`src/pra_pkg.sv`:
```
package pra_pkg;

    // Table geometry defaults.
    localparam int NUM_PAGES_DEF  = 1024;
    localparam int PAGE_BYTES_DEF = 128;

    // Field widths of the command and result beats.
    localparam int CMD_W  = 2;
    localparam int REQ_W  = 18;
    localparam int RUN_W  = 10;
    localparam int STAT_W = 2;
    localparam int PAGE_W = 10;
    localparam int OWN_W  = 11;

    // Configuration register.
    localparam int              ACT_W            = 11;
    localparam logic [ACT_W-1:0] ACT_RESET       = 11'd1024;
    localparam int              ACT_MIN          = 2;
    localparam int              APB_ADDR_W       = 3;
    localparam int              APB_DATA_W       = 32;
    localparam logic            REG_ACTIVE_PAGES = 1'b0;

    // Command codes.
    localparam logic [CMD_W-1:0] CMD_ALLOC = 2'd0;
    localparam logic [CMD_W-1:0] CMD_FREE  = 2'd1;
    localparam logic [CMD_W-1:0] CMD_COUNT = 2'd2;

    // Status codes.
    localparam logic [STAT_W-1:0] STAT_DONE  = 2'd0;
    localparam logic [STAT_W-1:0] STAT_NOFIT = 2'd1;
    localparam logic [STAT_W-1:0] STAT_BAD   = 2'd2;

    typedef struct packed {
        logic [CMD_W-1:0] cmd;
        logic [REQ_W-1:0] request_bytes;
        logic [RUN_W-1:0] run_start;
    } pra_in_t;

    typedef struct packed {
        logic [STAT_W-1:0] status;
        logic [PAGE_W-1:0] granted_page;
        logic [OWN_W-1:0]  pages_owned;
    } pra_out_t;

endpackage

```
`src/pra_page_div.sv`:
```
// Page count for a byte size: the quotient by the page size, rounded up.
// The division is a multiply by a scaled reciprocal of the page size. It is
// exact for every numerator below 2**NUM_W, and the count is registered, ready
// together with done in the cycle after start.
module pra_page_div #(
    parameter int PAGE_BYTES = pra_pkg::PAGE_BYTES_DEF
) (
    input  logic                    aclk,
    input  logic                    aresetn,
    input  logic                    start,
    input  logic [pra_pkg::REQ_W-1:0] bytes,
    output logic                    done,
    output logic [pra_pkg::REQ_W-1:0] pages
);

    localparam int     REQ_W  = pra_pkg::REQ_W;
    localparam int     NUM_W  = REQ_W + 1;
    localparam int     SHIFT  = NUM_W + $clog2(PAGE_BYTES);
    localparam int     PROD_W = SHIFT + REQ_W;
    localparam longint RECIP  = ((longint'(1) << SHIFT) + longint'(PAGE_BYTES - 1)) /
                                longint'(PAGE_BYTES);

    logic [NUM_W-1:0]  num;
    logic [PROD_W-1:0] prod;
    logic              done_reg;
    logic [REQ_W-1:0]  pages_reg;

    // Rounding up: one page less a byte is added before the division.
    assign num  = NUM_W'(bytes) + NUM_W'(PAGE_BYTES - 1);
    assign prod = PROD_W'(num) * PROD_W'(RECIP);

    always_ff @(posedge aclk) begin
        if (!aresetn) begin
            done_reg <= 1'b0;
        end else begin
            done_reg <= start;
        end
        if (start) begin
            pages_reg <= prod[SHIFT +: REQ_W];
        end
    end

    assign done  = done_reg;
    assign pages = pages_reg;

endmodule

```
`config.mk`:
```
export PLATFORM = sky130hd
export DESIGN_NAME = pra_page_div
export DESIGN_NICKNAME = d
export VERILOG_FILES = /design/src/pra_pkg.sv /design/src/pra_page_div.sv
export SDC_FILE = /design/constraint.sdc
export NUM_CORES = 1
export LEC_CHECK = 0
export ABC_AREA = 1
export BUFFER_PORTS_ARGS = -buffer_cell sky130_fd_sc_hd__buf_2
export CAP_MARGIN = 20
export CELL_PAD_IN_SITES_DETAIL_PLACEMENT = 0
export CELL_PAD_IN_SITES_GLOBAL_PLACEMENT = 1
export CORE_ASPECT_RATIO = 1.4
export CORE_MARGIN = 3
export CORE_UTILIZATION = 31
export CTS_BUF_LIST = sky130_fd_sc_hd__clkbuf_4 sky130_fd_sc_hd__clkbuf_8 sky130_fd_sc_hd__clkbuf_16
export CTS_CLUSTER_SIZE = 10
export DETAILED_ROUTE_END_ITERATION = 7
export GPL_TIMING_DRIVEN = 0
export PLACE_DENSITY = 0.82
export REMOVE_ABC_BUFFERS = 1
export SYNTH_ARGS = -nofsm -noshare
export SYNTH_HDL_FRONTEND = slang
export SYNTH_SLANG_ARGS = --single-unit
```
`constraint.sdc`:
```
create_clock -name aclk -period 1.3 [get_ports aclk]
set_input_delay 0.13 -clock aclk [delete_from_list [all_inputs] [get_ports aclk]]
set_output_delay 0.13 -clock aclk [all_outputs]
set_load 0.005 [all_outputs]
```
==> reports/qor.txt <==
PostCTS Resize Cnt: 0
Die Span Y: 67.81 um
worst setup path end: pages[11]
count of final setup violators: 0
Avg WL per Cell: 8.668 um
Slowest-stage cell, CP: edfxtp_1
CTS tree: built
Fin. Hold Viols: 0
WL final: 1.595 mm
die width: 50.15 um
async set-or-reset flop fraction in the synthesized netlist: 0
area grow syn2layout: 25.00%
Yosys top cell by area: edfxtp_1
WP data required: 1170 ps
vias in the first global route: 744
Max IR drop VDD: 0.2679 mV
HPWL Detailed: 1.439 mm
synth cell count leaders: 33 x nand2_1, 19 x inv_1, 16 x nor2_1
Std-Cell Rows: 21
CP max stage delay: 370 ps
Static Leakage: 0.5514 nW
Core ar.: 0.002496 sq mm
number of stages on the worst setup path: 1
post-CTS setup buffer count: 0
Final Slew Violations: 0
status: complete, no violations
TritonCTS buffer count: 3
predominant post-synthesis flop cell: edfxtp_1
sequential-to-total area share from yosys stat: 0.4497
crit path max fanout: 1
IO Pins: 40
DRC violations left: 0
Max Buffers Root-to-Sink: 2
Setup Crit Path Kind: reg2out
DRT iter0 DRCs: 9
pin count of the biggest net entering global routing: 14
GRT Util Overall: 0.1111
first-pass GRT wire length: 2.870 mm
share of cells above drive strength 1: 0.2933
number of antenna violations at the first check in global routing: 0
Period minus WS final: 904.3 ps
Via density: 4.196
via count: 772
CTS H-tree depth: 1
Yosys reg bits: 13
synthesized area per cell: 7.419 sq um
Root Buffer: clkbuf_4
synth warn: 0
Initial Util: 0.3388
post-route ant nets: 0
Synth top area share: 0.4260
delay-heaviest family, CP: flip-flops
Pre-antenna DRT Iters: 4
CP Launch Type: flop
Tcrit/Tclk final: 0.6956
grt ovf: 0
clock sink count: 13
Post-synth EDFFs: 12
Max Cap Viol: 0
cell with the most instances after synthesis: nand2_1
RD Place Congestion: 0.7518
max reg flops: 12
CP arrival: 770 ps
f_max: 1106 MHz
crit-path cells: buf_2
Syn Inst Count: 114
CP endpoint kind: output pin
hold buffer count at CTS: 0
setup TNS: 0 ps
Distinct cells, synth: 17
Antenna Cells: 0
Final Net Count: 172
worst setup path startpoint: pages[11]
Bufs and invs on worst path: 1
Worst Hold Class: in2reg
RSZ-0062 raised after global routing: no
die area: 0.003400 sq mm
Port Buf Inserts: 33
mapped cell area: 845.8 sq um
ranking of synthesized cells by area: edfxtp_1 43%, nand2_1 15%, inv_1 8.4%
power per cell area: 862.1 mW/mm^2
Final Power: 911.5 uW
Reg clk slew, reported paths: 70 ps
layout make-up:
type,count,area (sq um)
sequential,13,380.4
clock buffer,4,30.03
multi-input combinational,80,364.1
timing repair buffer,33,165.2
fill,278,1439
tap,34,42.54
inverter,20,75.07
metrics by stage:
stage | std cells | cell area [sq um] | hold slack (ps) | setup slack (ps) | util
floorplan | 113 | 819.5 | 223.5 | 355.1 | -
global placement | 180 | 1027 | 315.5 | 142.2 | 0.4115
detailed placement | 180 | 1027 | 320.9 | 147.8 | 0.4115
CTS | 184 | 1057 | 33.02 | 366.3 | 0.4236
global route | 184 | 1057 | 61.57 | 318.3 | 0.4236
finish | 184 | 1057 | 41.51 | 395.7 | 0.4236
cell families after synthesis:
| logic type | share of synthesized area |
|---|---|
| buf+inv | 0.1420 |
| compound gates | 0.03549 |
| simple gates | 0.3580 |
| xor+xnor | 0.01036 |
| flops | 0.4497 |
| other cells | 0.004434 |
worst min path at each step:
stage	start	slack, ps	depth (start not counted)	endpoint
final	aresetn	40	3	done
after global routing	aresetn	60	3	done
after CTS	aresetn	30	3	done
after detailed placement	aresetn	320	3	done
after global placement	aresetn	320	3	done
after floorplan	start	220	2	done
routing by layer:
layer  vias to the layer above  track usage  wire length (um)
met5                         -            0                 0
met4                         0      0.08304                56
met3                         4      0.02208               126
met2                        27       0.2026               810
met1                       325       0.1099               602
li1                        416            -                 -
layout by cell type, fill, tap and decap left out, drive strengths merged, types with 3 or more instances in the layout:
master  instances
nand2          36
buf            33
inv            19
nor2           19
edfxtp         12
nand3           8
conb            6
clkbuf          4
o21ai           3
a21oi           3
nor3            3
where the power goes:
| group | switching, mW | internal (mW) | leakage, nW |
|---|---|---|---|
| sequential | 0.00616 | 0.493 | 0.126 |
| clock | 0.115 | 0.140 | 0.0184 |
| combinational | 0.0914 | 0.0663 | 0.407 |
| total | 0.212 | 0.699 | 0.551 |
Note: power is estimated with default switching activity, not from simulation.
